[src/pngi_pkg.sv]
// Shared constants, types and helpers of the proportional-navigation guidance block.
package pngi_pkg;

    localparam int DW        = 32;
    localparam int FRAC_BITS = 16;
    localparam int GAIN_FRAC = 8;
    localparam int STEP_FRAC = 16;
    localparam int GAIN_W    = 16;
    localparam int STEP_W    = 16;
    localparam int CFG_IDX_W = 3;

    localparam int RV_W   = DW + 1;
    localparam int D_W    = 2 * RV_W;
    localparam int C_W    = 2 * RV_W + 1;
    localparam int MA_W   = 2 * RV_W + 2;
    localparam int MB_W   = RV_W + 1;
    localparam int PROD_W = MA_W + MB_W;
    localparam int ACC_W  = PROD_W + 1;
    localparam int NUM_W  = D_W + FRAC_BITS;
    localparam int Q_W    = DW + 1;

    localparam logic [CFG_IDX_W-1:0] REG_NAV_GAIN    = 3'd0;
    localparam logic [CFG_IDX_W-1:0] REG_TIME_STEP   = 3'd1;
    localparam logic [CFG_IDX_W-1:0] REG_START_POS_X = 3'd2;
    localparam logic [CFG_IDX_W-1:0] REG_START_POS_Y = 3'd3;
    localparam logic [CFG_IDX_W-1:0] REG_START_POS_Z = 3'd4;
    localparam logic [CFG_IDX_W-1:0] REG_START_VEL_X = 3'd5;
    localparam logic [CFG_IDX_W-1:0] REG_START_VEL_Y = 3'd6;
    localparam logic [CFG_IDX_W-1:0] REG_START_VEL_Z = 3'd7;

    localparam logic [GAIN_W-1:0] GAIN_RESET = 16'd768;
    localparam logic [STEP_W-1:0] STEP_RESET = 16'd655;

    localparam logic [DW-1:0] SAT_MAX = {1'b0, {(DW-1){1'b1}}};
    localparam logic [DW-1:0] SAT_MIN = {1'b1, {(DW-1){1'b0}}};

    typedef struct packed {
        logic              load;
        logic              start;
        logic              neg;
        logic [ACC_W-1:0]  init;
        logic [MA_W-1:0]   a;
        logic [MB_W-1:0]   b;
    } t_mac_cmd;

    function automatic logic [DW-1:0] sat32(input logic [ACC_W-1:0] v);
        logic fits;
        fits = (&v[ACC_W-1:DW-1]) | ~(|v[ACC_W-1:DW-1]);
        if (fits) begin
            return v[DW-1:0];
        end
        return v[ACC_W-1] ? SAT_MIN : SAT_MAX;
    endfunction

endpackage

[src/pngi_mac.sv]
// Bit-serial signed multiply-accumulate unit with accumulator preload.
module pngi_mac (
    input  logic                           i_clk,
    input  logic                           i_rst_n,
    input  pngi_pkg::t_mac_cmd             i_cmd,
    output logic                           o_done,
    output logic signed [pngi_pkg::ACC_W-1:0] o_acc
);

    localparam int CNT_W = $clog2(pngi_pkg::MB_W);

    logic [pngi_pkg::MA_W-1:0]  r_ma;
    logic [pngi_pkg::MA_W-1:0]  r_hi;
    logic [pngi_pkg::MB_W-1:0]  r_lo;
    logic                       r_sgn;
    logic [CNT_W-1:0]           r_cnt;
    logic                       r_run;
    logic                       r_fin;
    logic                       r_done;
    logic signed [pngi_pkg::ACC_W-1:0] r_acc;

    logic signed [pngi_pkg::MA_W-1:0] a_s;
    logic signed [pngi_pkg::MB_W-1:0] b_s;
    logic [pngi_pkg::MA_W-1:0]  a_mag;
    logic [pngi_pkg::MB_W-1:0]  b_mag;
    logic [pngi_pkg::MA_W:0]    sum;
    logic [pngi_pkg::ACC_W-1:0] prod;

    assign a_s   = $signed(i_cmd.a);
    assign b_s   = $signed(i_cmd.b);
    assign a_mag = a_s[pngi_pkg::MA_W-1] ? pngi_pkg::MA_W'(-a_s) : i_cmd.a;
    assign b_mag = b_s[pngi_pkg::MB_W-1] ? pngi_pkg::MB_W'(-b_s) : i_cmd.b;
    assign sum   = {1'b0, r_hi} + (r_lo[0] ? {1'b0, r_ma} : '0);
    assign prod  = pngi_pkg::ACC_W'({r_hi, r_lo});

    always_ff @(posedge i_clk) begin
        if (!i_rst_n) begin
            r_run  <= 1'b0;
            r_fin  <= 1'b0;
            r_done <= 1'b0;
        end else begin
            r_done <= 1'b0;
            if (i_cmd.load) begin
                r_acc <= $signed(i_cmd.init);
            end
            if (i_cmd.start) begin
                r_ma  <= a_mag;
                r_hi  <= '0;
                r_lo  <= b_mag;
                r_sgn <= a_s[pngi_pkg::MA_W-1] ^ b_s[pngi_pkg::MB_W-1] ^ i_cmd.neg;
                r_cnt <= CNT_W'(pngi_pkg::MB_W - 1);
                r_run <= 1'b1;
            end else if (r_run) begin
                r_hi <= sum[pngi_pkg::MA_W:1];
                r_lo <= {sum[0], r_lo[pngi_pkg::MB_W-1:1]};
                if (r_cnt == '0) begin
                    r_run <= 1'b0;
                    r_fin <= 1'b1;
                end else begin
                    r_cnt <= r_cnt - 1'b1;
                end
            end else if (r_fin) begin
                r_acc  <= r_sgn ? r_acc - $signed(prod) : r_acc + $signed(prod);
                r_fin  <= 1'b0;
                r_done <= 1'b1;
            end
        end
    end

    assign o_done = r_done;
    assign o_acc  = r_acc;

endmodule

[src/pngi_div.sv]
// Bit-serial restoring divider for the line-of-sight rate, saturated to 32 bits.
module pngi_div (
    input  logic                        i_clk,
    input  logic                        i_rst_n,
    input  logic                        i_start,
    input  logic                        i_neg,
    input  logic [pngi_pkg::D_W-1:0]    i_mag,
    input  logic [pngi_pkg::D_W-1:0]    i_den,
    output logic                        o_done,
    output logic [pngi_pkg::DW-1:0]     o_w
);

    localparam int CNT_W = $clog2(pngi_pkg::NUM_W);

    logic [pngi_pkg::NUM_W-1:0] r_num;
    logic [pngi_pkg::D_W-1:0]   r_rem;
    logic [pngi_pkg::Q_W-1:0]   r_q;
    logic                       r_ovf;
    logic                       r_neg;
    logic [CNT_W-1:0]           r_cnt;
    logic                       r_run;
    logic                       r_done;

    logic [pngi_pkg::D_W:0]     trial;
    logic                       ge;
    logic [pngi_pkg::D_W:0]     diff;
    logic                       big_pos;
    logic                       big_neg;

    assign trial = {r_rem, r_num[pngi_pkg::NUM_W-1]};
    assign ge    = trial >= {1'b0, i_den};
    assign diff  = trial - {1'b0, i_den};

    always_ff @(posedge i_clk) begin
        if (!i_rst_n) begin
            r_run  <= 1'b0;
            r_done <= 1'b0;
        end else begin
            r_done <= 1'b0;
            if (i_start) begin
                r_num <= {i_mag, {pngi_pkg::FRAC_BITS{1'b0}}};
                r_rem <= '0;
                r_q   <= '0;
                r_ovf <= 1'b0;
                r_neg <= i_neg;
                r_cnt <= CNT_W'(pngi_pkg::NUM_W - 1);
                r_run <= 1'b1;
            end else if (r_run) begin
                r_num <= {r_num[pngi_pkg::NUM_W-2:0], 1'b0};
                r_rem <= ge ? diff[pngi_pkg::D_W-1:0] : trial[pngi_pkg::D_W-1:0];
                r_q   <= {r_q[pngi_pkg::Q_W-2:0], ge};
                r_ovf <= r_ovf | r_q[pngi_pkg::Q_W-1];
                if (r_cnt == '0) begin
                    r_run  <= 1'b0;
                    r_done <= 1'b1;
                end else begin
                    r_cnt <= r_cnt - 1'b1;
                end
            end
        end
    end

    assign big_pos = r_ovf | r_q[pngi_pkg::DW] | r_q[pngi_pkg::DW-1];
    assign big_neg = r_ovf | r_q[pngi_pkg::DW]
                   | (r_q[pngi_pkg::DW-1] & (|r_q[pngi_pkg::DW-2:0]));

    always_comb begin
        if (r_neg) begin
            o_w = big_neg ? pngi_pkg::SAT_MIN : pngi_pkg::DW'(-r_q[pngi_pkg::DW-1:0]);
        end else begin
            o_w = big_pos ? pngi_pkg::SAT_MAX : r_q[pngi_pkg::DW-1:0];
        end
    end

    assign o_done = r_done;

endmodule

[src/pn_guidance_integrator.sv]
// Top level of the proportional-navigation guidance block with state integration.
//
// Input stream (s_axis): one transaction per guidance step. tuser carries mode
// (0 guidance step, 1 load own state from the start registers); tdata carries
// the target position and velocity, Q16.16. Output stream (m_axis): one
// transaction per input, with the acceleration command, the new own velocity
// and position in tdata and the zero-range flag in tuser.
// Configuration: write i_cfg_we with i_cfg_idx / i_cfg_data while idle.
// A guidance step runs 24 multiply-accumulate passes on one bit-serial unit
// (one operand bit per cycle) and three serial divisions.
// A zero range skips the divisions and the command passes.
// One item is in work at a time; the next is taken once the result is in the
// output register, so a stalled receiver holds at most one result and the
// block then waits before writing the next one.
// Reset returns the registers to their defaults and own state to zero.
module pn_guidance_integrator (
    input  logic          i_clk,
    input  logic          i_rst_n,
    input  logic          i_s_axis_tvalid,
    output logic          o_s_axis_tready,
    // target_pos_x, target_pos_y, target_pos_z, target_vel_x, target_vel_y, target_vel_z
    input  logic [191:0]  i_s_axis_tdata,
    // mode
    input  logic [0:0]    i_s_axis_tuser,
    output logic          o_m_axis_tvalid,
    input  logic          i_m_axis_tready,
    // accel_x/y/z, new_vel_x/y/z, new_pos_x/y/z
    output logic [287:0]  o_m_axis_tdata,
    // range_zero
    output logic [0:0]    o_m_axis_tuser,
    input  logic          i_cfg_we,
    input  logic [2:0]    i_cfg_idx,
    input  logic [31:0]   i_cfg_data
);

    localparam int DW = pngi_pkg::DW;

    typedef enum logic [2:0] {
        ST_IDLE, ST_ISSUE, ST_MAC, ST_DIV_GO, ST_DIV, ST_DONE
    } t_state;

    typedef enum logic [2:0] {
        PH_RSQ, PH_CROSS, PH_VW, PH_GAIN, PH_VEL, PH_POS
    } t_phase;

    t_state r_state;
    t_phase r_phase;
    logic [1:0] r_idx;
    logic       r_half;

    logic [pngi_pkg::GAIN_W-1:0] r_gain;
    logic [pngi_pkg::STEP_W-1:0] r_ts;
    logic signed [DW-1:0] r_start_pos [3];
    logic signed [DW-1:0] r_start_vel [3];
    logic signed [DW-1:0] r_pos [3];
    logic signed [DW-1:0] r_vel [3];
    logic signed [pngi_pkg::RV_W-1:0] r_r [3];
    logic signed [pngi_pkg::RV_W-1:0] r_v [3];
    logic [pngi_pkg::D_W-1:0]        r_d;
    logic signed [pngi_pkg::C_W-1:0] r_c [3];
    logic signed [DW-1:0] r_w [3];
    logic signed [pngi_pkg::MA_W-1:0] r_x;
    logic signed [DW-1:0] r_cmd [3];
    logic       r_flag;
    logic       r_out_valid;
    logic [287:0] r_out_data;
    logic       r_out_user;

    pngi_pkg::t_mac_cmd mac_cmd;
    logic mac_done;
    logic signed [pngi_pkg::ACC_W-1:0] mac_acc;
    logic signed [pngi_pkg::ACC_W-1:0] acc_cmd;
    logic signed [pngi_pkg::ACC_W-1:0] acc_step;

    logic div_start;
    logic div_done;
    logic [DW-1:0] div_w;
    logic signed [pngi_pkg::C_W-1:0] c_sel;
    logic [pngi_pkg::C_W-1:0] c_mag;

    logic [1:0] ia;
    logic [1:0] ib;
    logic s_acc;
    logic out_free;

    assign o_s_axis_tready = (r_state == ST_IDLE);
    assign s_acc    = i_s_axis_tvalid && (r_state == ST_IDLE);
    assign out_free = !r_out_valid || i_m_axis_tready;

    always_comb begin
        case (r_idx)
            2'd0: begin
                ia = 2'd1;
                ib = 2'd2;
            end
            2'd1: begin
                ia = 2'd2;
                ib = 2'd0;
            end
            default: begin
                ia = 2'd0;
                ib = 2'd1;
            end
        endcase
    end

    always_comb begin
        mac_cmd = '0;
        if (r_state == ST_ISSUE) begin
            mac_cmd.start = 1'b1;
            case (r_phase)
                PH_RSQ: begin
                    mac_cmd.load = (r_idx == 2'd0);
                    mac_cmd.a    = pngi_pkg::MA_W'(r_r[r_idx]);
                    mac_cmd.b    = pngi_pkg::MB_W'(r_r[r_idx]);
                end
                PH_CROSS: begin
                    mac_cmd.load = !r_half;
                    mac_cmd.neg  = r_half;
                    mac_cmd.a    = pngi_pkg::MA_W'(r_half ? r_r[ib] : r_r[ia]);
                    mac_cmd.b    = pngi_pkg::MB_W'(r_half ? r_v[ia] : r_v[ib]);
                end
                PH_VW: begin
                    mac_cmd.load = !r_half;
                    mac_cmd.neg  = r_half;
                    mac_cmd.a    = pngi_pkg::MA_W'(r_half ? r_v[ib] : r_v[ia]);
                    mac_cmd.b    = pngi_pkg::MB_W'(r_half ? r_w[ia] : r_w[ib]);
                end
                PH_GAIN: begin
                    mac_cmd.load = 1'b1;
                    mac_cmd.a    = r_x;
                    mac_cmd.b    = pngi_pkg::MB_W'(r_gain);
                end
                PH_VEL: begin
                    mac_cmd.load = 1'b1;
                    mac_cmd.init = pngi_pkg::ACC_W'(r_vel[r_idx]) <<< pngi_pkg::STEP_FRAC;
                    mac_cmd.a    = pngi_pkg::MA_W'(r_cmd[r_idx]);
                    mac_cmd.b    = pngi_pkg::MB_W'(r_ts);
                end
                PH_POS: begin
                    mac_cmd.load = 1'b1;
                    mac_cmd.init = pngi_pkg::ACC_W'(r_pos[r_idx]) <<< pngi_pkg::STEP_FRAC;
                    mac_cmd.a    = pngi_pkg::MA_W'(r_vel[r_idx]);
                    mac_cmd.b    = pngi_pkg::MB_W'(r_ts);
                end
                default: begin
                    mac_cmd.start = 1'b0;
                end
            endcase
        end
    end

    pngi_mac u_mac (
        .i_clk   (i_clk),
        .i_rst_n (i_rst_n),
        .i_cmd   (mac_cmd),
        .o_done  (mac_done),
        .o_acc   (mac_acc)
    );

    assign acc_cmd  = mac_acc >>> (pngi_pkg::FRAC_BITS + pngi_pkg::GAIN_FRAC);
    assign acc_step = mac_acc >>> pngi_pkg::STEP_FRAC;

    assign div_start = (r_state == ST_DIV_GO);
    assign c_sel     = r_c[r_idx];
    assign c_mag     = c_sel[pngi_pkg::C_W-1] ? pngi_pkg::C_W'(-c_sel) : c_sel;

    pngi_div u_div (
        .i_clk   (i_clk),
        .i_rst_n (i_rst_n),
        .i_start (div_start),
        .i_neg   (c_sel[pngi_pkg::C_W-1]),
        .i_mag   (c_mag[pngi_pkg::D_W-1:0]),
        .i_den   (r_d),
        .o_done  (div_done),
        .o_w     (div_w)
    );

    always_ff @(posedge i_clk) begin
        if (!i_rst_n) begin
            r_state     <= ST_IDLE;
            r_phase     <= PH_RSQ;
            r_idx       <= 2'd0;
            r_half      <= 1'b0;
            r_out_valid <= 1'b0;
            r_gain      <= pngi_pkg::GAIN_RESET;
            r_ts        <= pngi_pkg::STEP_RESET;
            for (int i = 0; i < 3; i++) begin
                r_start_pos[i] <= '0;
                r_start_vel[i] <= '0;
                r_pos[i]       <= '0;
                r_vel[i]       <= '0;
            end
        end else begin
            if (i_cfg_we) begin
                case (i_cfg_idx)
                    pngi_pkg::REG_NAV_GAIN:    r_gain <= i_cfg_data[pngi_pkg::GAIN_W-1:0];
                    pngi_pkg::REG_TIME_STEP:   r_ts   <= i_cfg_data[pngi_pkg::STEP_W-1:0];
                    pngi_pkg::REG_START_POS_X: r_start_pos[0] <= i_cfg_data;
                    pngi_pkg::REG_START_POS_Y: r_start_pos[1] <= i_cfg_data;
                    pngi_pkg::REG_START_POS_Z: r_start_pos[2] <= i_cfg_data;
                    pngi_pkg::REG_START_VEL_X: r_start_vel[0] <= i_cfg_data;
                    pngi_pkg::REG_START_VEL_Y: r_start_vel[1] <= i_cfg_data;
                    pngi_pkg::REG_START_VEL_Z: r_start_vel[2] <= i_cfg_data;
                    default: ;
                endcase
            end

            if ((r_state == ST_DONE) && out_free) begin
                r_out_valid <= 1'b1;
            end else if (r_out_valid && i_m_axis_tready) begin
                r_out_valid <= 1'b0;
            end

            case (r_state)
                ST_IDLE: begin
                    if (s_acc) begin
                        r_flag <= 1'b0;
                        if (i_s_axis_tuser[0]) begin
                            for (int i = 0; i < 3; i++) begin
                                r_pos[i] <= r_start_pos[i];
                                r_vel[i] <= r_start_vel[i];
                                r_cmd[i] <= '0;
                            end
                            r_state <= ST_DONE;
                        end else begin
                            for (int i = 0; i < 3; i++) begin
                                r_r[i] <= pngi_pkg::RV_W'($signed(i_s_axis_tdata[DW*i +: DW]))
                                        - pngi_pkg::RV_W'(r_pos[i]);
                                r_v[i] <= pngi_pkg::RV_W'($signed(i_s_axis_tdata[DW*(i+3) +: DW]))
                                        - pngi_pkg::RV_W'(r_vel[i]);
                            end
                            r_phase <= PH_RSQ;
                            r_idx   <= 2'd0;
                            r_half  <= 1'b0;
                            r_state <= ST_ISSUE;
                        end
                    end
                end
                ST_ISSUE: begin
                    r_state <= ST_MAC;
                end
                ST_MAC: begin
                    if (mac_done) begin
                        case (r_phase)
                            PH_RSQ: begin
                                r_state <= ST_ISSUE;
                                if (r_idx == 2'd2) begin
                                    r_d     <= mac_acc[pngi_pkg::D_W-1:0];
                                    r_phase <= PH_CROSS;
                                    r_idx   <= 2'd0;
                                end else begin
                                    r_idx <= r_idx + 2'd1;
                                end
                            end
                            PH_CROSS: begin
                                if (!r_half) begin
                                    r_half  <= 1'b1;
                                    r_state <= ST_ISSUE;
                                end else begin
                                    r_half       <= 1'b0;
                                    r_c[r_idx]   <= mac_acc[pngi_pkg::C_W-1:0];
                                    if (r_idx == 2'd2) begin
                                        r_idx <= 2'd0;
                                        if (r_d == '0) begin
                                            r_flag <= 1'b1;
                                            for (int i = 0; i < 3; i++) begin
                                                r_cmd[i] <= '0;
                                            end
                                            r_phase <= PH_VEL;
                                            r_state <= ST_ISSUE;
                                        end else begin
                                            r_state <= ST_DIV_GO;
                                        end
                                    end else begin
                                        r_idx   <= r_idx + 2'd1;
                                        r_state <= ST_ISSUE;
                                    end
                                end
                            end
                            PH_VW: begin
                                r_state <= ST_ISSUE;
                                if (!r_half) begin
                                    r_half <= 1'b1;
                                end else begin
                                    r_half  <= 1'b0;
                                    r_x     <= mac_acc[pngi_pkg::MA_W-1:0];
                                    r_phase <= PH_GAIN;
                                end
                            end
                            PH_GAIN: begin
                                r_state      <= ST_ISSUE;
                                r_cmd[r_idx] <= pngi_pkg::sat32(acc_cmd);
                                if (r_idx == 2'd2) begin
                                    r_idx   <= 2'd0;
                                    r_phase <= PH_VEL;
                                end else begin
                                    r_idx   <= r_idx + 2'd1;
                                    r_phase <= PH_VW;
                                end
                            end
                            PH_VEL: begin
                                r_state      <= ST_ISSUE;
                                r_vel[r_idx] <= pngi_pkg::sat32(acc_step);
                                r_phase      <= PH_POS;
                            end
                            PH_POS: begin
                                r_pos[r_idx] <= pngi_pkg::sat32(acc_step);
                                if (r_idx == 2'd2) begin
                                    r_state <= ST_DONE;
                                end else begin
                                    r_idx   <= r_idx + 2'd1;
                                    r_phase <= PH_VEL;
                                    r_state <= ST_ISSUE;
                                end
                            end
                            default: begin
                                r_state <= ST_IDLE;
                            end
                        endcase
                    end
                end
                ST_DIV_GO: begin
                    r_state <= ST_DIV;
                end
                ST_DIV: begin
                    if (div_done) begin
                        r_w[r_idx] <= div_w;
                        if (r_idx == 2'd2) begin
                            r_idx   <= 2'd0;
                            r_half  <= 1'b0;
                            r_phase <= PH_VW;
                            r_state <= ST_ISSUE;
                        end else begin
                            r_idx   <= r_idx + 2'd1;
                            r_state <= ST_DIV_GO;
                        end
                    end
                end
                ST_DONE: begin
                    if (out_free) begin
                        r_out_data  <= {r_pos[2], r_pos[1], r_pos[0],
                                        r_vel[2], r_vel[1], r_vel[0],
                                        r_cmd[2], r_cmd[1], r_cmd[0]};
                        r_out_user  <= r_flag;
                        r_state     <= ST_IDLE;
                    end
                end
                default: begin
                    r_state <= ST_IDLE;
                end
            endcase
        end
    end

    assign o_m_axis_tvalid   = r_out_valid;
    assign o_m_axis_tdata    = r_out_data;
    assign o_m_axis_tuser[0] = r_out_user;

endmodule
[config.mk]
export PLATFORM = sky130hd
export DESIGN_NAME = pn_guidance_integrator
export DESIGN_NICKNAME = d
export VERILOG_FILES = /design/src/pngi_pkg.sv /design/src/pngi_mac.sv /design/src/pngi_div.sv /design/src/pn_guidance_integrator.sv
export SDC_FILE = /design/constraint.sdc
export NUM_CORES = 2
export LEC_CHECK = 0
export BUFFER_PORTS_ARGS = -buffer_cell sky130_fd_sc_hd__buf_2
export CORE_ASPECT_RATIO = 2
export CORE_MARGIN = 2
export CORE_UTILIZATION = 50
export DETAILED_ROUTE_END_ITERATION = 6
export GPL_TIMING_DRIVEN = 0
export PLACE_DENSITY = 0.67
export RECOVER_POWER = 50
export SETUP_SLACK_MARGIN = 0.05
export SLEW_MARGIN = 20
export SYNTH_ARGS = -nofsm -noshare
export SYNTH_HDL_FRONTEND = slang
export SYNTH_SLANG_ARGS = --single-unit
[constraint.sdc]
create_clock -name i_clk -period 12.6 [get_ports i_clk]
set_input_delay 0.63 -clock i_clk [delete_from_list [all_inputs] [get_ports i_clk]]
set_output_delay 0.63 -clock i_clk [all_outputs]
set_load 0.02 [all_outputs]
Word level (Yosys, flattened, before mapping)

Memory sizes are Yosys's and may differ from the RTL's. A register that Yosys moved wholly into a read port is not among the register bits.
Index checks and enable logic that the tools add are counted.

Logic and storage cells: 410
Input bits: 233
Memory bits (writable): 975
Memories: 9
Bits in registers: 940

Reductions and logical operators: 50
Order comparisons: 1
Muxes and demuxes: 233
Bitwise logic cells: 28
Eq/ne operators: 41
Add/sub/neg operators: 17

Memory list:

| memory      | words | width | read ports | clocked after Yosys merged registers in | write ports | line                         | RTL |
|---|---|---|---|---|---|---|---|
| r_c         | 3     | 67    | 1          | 1                                       | 1           | pn_guidance_integrator.sv:60 | `logic signed [pngi_pkg::C_W-1:0] r_c [3];` |
| r_r         | 3     | 33    | 3          | 1                                       | 3           | pn_guidance_integrator.sv:57 | `logic signed [pngi_pkg::RV_W-1:0] r_r [3];` |
| r_v         | 3     | 33    | 2          | 0                                       | 3           | pn_guidance_integrator.sv:58 | `logic signed [pngi_pkg::RV_W-1:0] r_v [3];` |
| r_cmd       | 3     | 32    | 4          | 4                                       | 3           | pn_guidance_integrator.sv:63 | `logic signed [DW-1:0] r_cmd [3];` |
| r_pos       | 3     | 32    | 4          | 1                                       | 3           | pn_guidance_integrator.sv:55 | `logic signed [DW-1:0] r_pos [3];` |
| r_start_pos | 3     | 32    | 3          | 0                                       | 3           | pn_guidance_integrator.sv:53 | `logic signed [DW-1:0] r_start_pos [3];` |
| +3 memories | n/a   | n/a   | n/a        | n/a                                     | n/a         | n/a                          |  |

Operators with widths:

| cell                                 | number |
|---|---|
| 2-to-1 mux 32 bit                    | 39 |
| one-hot mux 102 bit (6 select lines) | 1 |
| 2-to-1 mux 103 bit                   | 5 |
| 2-to-1 mux 68 bit                    | 4 |
| 2-to-1 mux 208 bit                   | 1 |
| one-hot mux 103 bit (2 select lines) | 1 |
| 2-to-1 mux 66 bit                    | 3 |
| subtractor 32 x 32 -> 33 bit         | 6 |
| 2-to-1 mux 34 bit                    | 5 |
| 2-to-1 mux 82 bit                    | 2 |
| 2-to-1 mux 1 bit                     | 113 |
| adder 103 bit                        | 1 |
| subtractor 103 bit                   | 1 |
| OR reduction 32 bit                  | 3 |
| adder 68 x 69 -> 69 bit              | 1 |
| negation 68 bit                      | 1 |
| >= comparator 67 x 66 -> 1 bit       | 1 |
| 2-to-1 mux 67 bit                    | 1 |
| logical NOT 66 bit                   | 1 |
| negation 66 bit                      | 1 |
| subtractor 66 bit                    | 1 |
| 2-to-1 mux 3 bit                     | 20 |
| AND reduction 56 bit                 | 1 |
| OR reduction 56 bit                  | 1 |
| other kinds (52)                     | 156 |

Depth between registers and ports, before layout

Word-level depth: 14
Depth in mapped cells: 28
Mapped depth without buffers: 27

Cells and area by module

Synthesis repeated with hierarchy kept, for this count alone.

Cell total of the unflattened synthesis: 10,182
Area total of the unflattened synthesis: 114,583.6 um^2

Modules (own cells, without submodules):

| module                 | seq. area each (um^2) | instances | cells each | area an instance (um^2) |
|---|---|---|---|---|
| pn_guidance_integrator | 45,773.9              | 1         | 5,668      | 75,178.4 |
| pngi_mac               | 8,468.1               | 1         | 3,170      | 26,758.2 |
| pngi_div               | 5,265.0               | 1         | 1,344      | 12,647.1 |

Least setup slack after synthesis

No wires, ideal clock.

Path kind: register to register
Start point: reg r_state[2]
End point: mem r_r[0][0] (netlist name) (enable)
Arrival: 9.580 ns
Clock period less this slack: 10.339 ns
Stages on the path, launching flop included: 6
Library setup time: 0.759 ns
Slack: 2.261 ns
Data required time: 11.841 ns
Path through: dfxtp_1 -> clkbuf_1 -> nor3_1 -> and2_1 -> nand2_1 -> nor2_1

RTL lines:

| element                  | line                          | RTL |
|---|---|---|
| start: declaration       | pn_guidance_integrator.sv:46  | `t_state r_state;` |
| start signal: assignment | pn_guidance_integrator.sv:181 | `r_state <= ST_IDLE;` |
| start signal: assignment | pn_guidance_integrator.sv:225 | `r_state <= ST_DONE;` |
| start signal: assignment | pn_guidance_integrator.sv:236 | `r_state <= ST_ISSUE;` |
| end: declaration         | pn_guidance_integrator.sv:57  |  |

Worst setup path after layout

Start point: in i_rst_n
End point: reg r_out_data[69] (netlist: o_m_axis_tdata[69]), read port of r_cmd (enable)

Cells in the longest elaborated chain, start to end: 1

RTL lines:

| element                              | line                         | RTL |
|---|---|---|
| start: declaration                   | pn_guidance_integrator.sv:18 | `input logic i_rst_n,` |
| AND reduction 3 bit (no source line) | n/a                          |  |
| end: declaration                     | pn_guidance_integrator.sv:66 | `logic [287:0] r_out_data;` |

Every way passes these cells.
A chain may end at the register's enable or synchronous reset.

==> results_dict.tcl <==
set metrics [dict create \
    drt_pass1_iterations 7 \
    synth.distinct_cells 103 \
    total_power_mw 23.6 \
    met2_usage_pct 79.7 \
    core.rowCount 246 \
    max_slew_margin_pct -127 \
    fill_cells 19113 \
    ant_nets 0 \
    async_flop_share_pct 0 \
    finalSetupViolCount 0 \
    path_clk_slew_ps 70 \
    grt_pass1_vias 94142 \
    hold_path_class "in -> reg" \
    core-area_sq_um 225000 \
    start_util_pct 50.3 \
    grt_remaining_overflow 0 \
    seqCellArea_sq_um 59500 \
    rr_worst_depth 17 \
    hold_viol_final 0 \
    crit_type "in -> reg" \
    yosysTopAreaCell "edfxtp_1" \
    critPathArrivalTime_ps 11070 \
    synth_seq_cells 1998 \
    clk_root_buffer_cell "clkbuf_16" \
    tightest_slew_ps 3400 \
    fp.dieW_um 340 \
    synth_most_common_cell "edfxtp_1" \
    slew_violations 641 \
    vias_per_cell 6.84 \
    clock_skew_ps 95.7 \
    end_kind "register" \
    start_kind "primary input" \
    area_growth_pct 12.4 \
    status "complete, but fails checks" \
    post-route-min-period_ps 10670 \
    vdd_ir_drop_max_v 0.000137 \
    synth-edff-count 1949 \
    p_leak_nw 45.8 \
    post-route-util_pct 56.5 \
    routed_wl_mm 568 \
    violations "DRC, capacitance limit, slew limit" \
    routedWlPerCell_um 40.7 \
    drc_errors 5 \
    hold_ws_ps 89.2 \
    numCtsBuffers 186 \
    netlist_top_cells_count "1,949 x edfxtp_1, 855 x nor2_1, 809 x a21oi_1" \
    insertion_delay_ps 920 \
    multi_input_area_sq_um 49900 \
    cts.sinks 1998 \
    ios 524 \
    use_met3_pct 12.5 \
    dr.first_iter.drc_count 11004 \
    synth_flop_cell "edfxtp_1" \
    grt_max_degree 73 \
    syn_area_sq_um 113000 \
    cts_repair_resize_count 0 \
    antenna_found_initial 67 \
    htreeDepth 4 \
    clockBufferDepth 4 \
    cellPowerDensity_nw_per_um2 186 \
    dp_hpwl_mm 455 \
    synth_area_per_cell_sq_um 11.3 \
    postCtsSetupRepairBufs 0 \
    holdPathStages 3 \
    synth_area_leaders "edfxtp_1 52%, ha_1 4.8%, mux4_2 3.9%" \
    ys.warnings.count 0 \
    netlist.area_leader.share_pct 51.8 \
    port_buffers 523 \
    ctsHoldBuffers 0 \
    required_ps 13000 \
    drive_above_1_share_pct 12.0 \
    place_congestion 1.12 \
    syn_inst 9972 \
    nets 11483 \
    gr-max-usage-layer "met2" \
    seq_area_frac_synth_pct 52.7 \
    max_freq_mhz 93.7 \
    fin_crit_sh_pct 84.7 \
    drv_cap 24 \
    grt.met1_usage_pct 44.5 \
    dieArea_sq_um 230000 \
    cts_tree "done" \
    crit_fanout 60 \
    track_usage_pct 48.5 \
    syn_nets 10651 \
    rsz0062_at_grt "no" \
    fp.dieH_um 676 \
    vias 95528 \
    grt_pass1_wl_mm 762 \
]
==> metal layers <==
metal  part of all wire (%)  up-vias
met1                     28    46294
met3                    9.2     2849
met5                  0.019        -
met4                     16       14
li1                       -    39212
met2                     47     7159
==> worst max-delay path: stages <==
cell,delay [ps]
clkbuf_1,2350
clkbuf_1,720
clkbuf_1,1060
and4_1,1920
clkbuf_1,1710
clkbuf_1,2480
==> flip-flops by register name, summed over array words and instances, names as in the netlist, 96 cells and up, named ones only <==
signal and count:
r_v 99, o_m_axis_tdata 288, u_mac.o_acc 103, r_pos 128, r_vel 128, r_c 201
r_w 96, r_start_pos 96, r_cmd 128, r_r 99, r_start_vel 96
==> where the power goes <==
part | switching [mW] | internal [mW]
logic | 5.87 | 2.68
registers | 0.979 | 8.21
clock network | 2.71 | 3.10
total | 9.56 | 14.0
==> cell usage in the layout (no fill, tap or decap), types with 40 or more instances in the layout <==
master and count:
a22oi_1 78, a21boi_0 46, o21ai_0 518, mux4_2 195, a31oi_1 75, o21a_1 75
o211ai_1 75, nor3_1 135, xnor2_1 383, ha_1 437, a21oi_1 802, diode_2 47
and2_1 143, a211oi_1 82, nand2_1 730, or3_1 73, and3_1 73, or2_2 51
nand4_1 115, a21o_1 230, and2_0 73, nand3_1 133, nor2b_1 74, nor2_1 831
o21bai_1 65, xor2_1 199, edfxtp_1 1949, dfxtp_1 49, buf_2 314, nand2b_1 97
buf_1 40, a22o_1 210, clkbuf_1 687, mux2i_1 142, inv_1 478, nor4_1 72
mux2_2 221, clkbuf_16 190
==> through the flow <==
| step | worst slack, ps | instance area (sq um) | TNS [ps] | std cells |
|---|---|---|---|---|
| after floorplan | 2260 | 113000 | 0 | 9972 |
| after global routing | 1850 | 127000 | 0 | 13940 |
| after global placement | -4220 | 119000 | -1362300 | 13471 |
| after CTS | 3830 | 128000 | 0 | 13909 |
| final | 1930 | 127000 | 0 | 13966 |
| after detailed placement | 3850 | 122000 | 0 | 13582 |
==> layout make-up <==
| type | count | share of cell area, % |
|---|---|---|
| Antenna cell | 47 | 0.0926 |
| Clock buffer | 217 | 3.81 |
| Buffer | 504 | 1.74 |
| Timing Repair Buffer | 644 | 2.99 |
| Clock inverter | 110 | 0.857 |
| Sequential cell | 1998 | 46.9 |
| Tap cell | 2976 | 2.93 |
| Inverter | 484 | 1.43 |
| Multi-Input combinational cell | 6986 | 39.3 |
==> final timing paths <==
kind,startpoint,end,slack [ps]
worst max-delay path,i_rst_n,o_m_axis_tdata[69]$_DFFE_PP_,1930
worst min-delay path,i_cfg_data[11],r_ts[11]$_SDFFE_PN0P_,90
worst max register to register,r_phase[1]$_SDFFE_PN0P_,u_mac.r_ma[25]$_DFFE_PP_,3450
worst min register to register,r_cmd[0][0]$_SDFFCE_PN0P_,o_m_axis_tdata[0]$_DFFE_PP_,460
==> kinds of logic after synthesis <==
group           share of synthesized area (%)
mux                                      7.56
xor+xnor                                 4.55
flops                                    52.7
buf+inv                                  3.53
fa+ha+maj                                5.00
compound gates                           15.1
simple gates                             11.6
No activity file was read; power rests on OpenSTA's default activity.
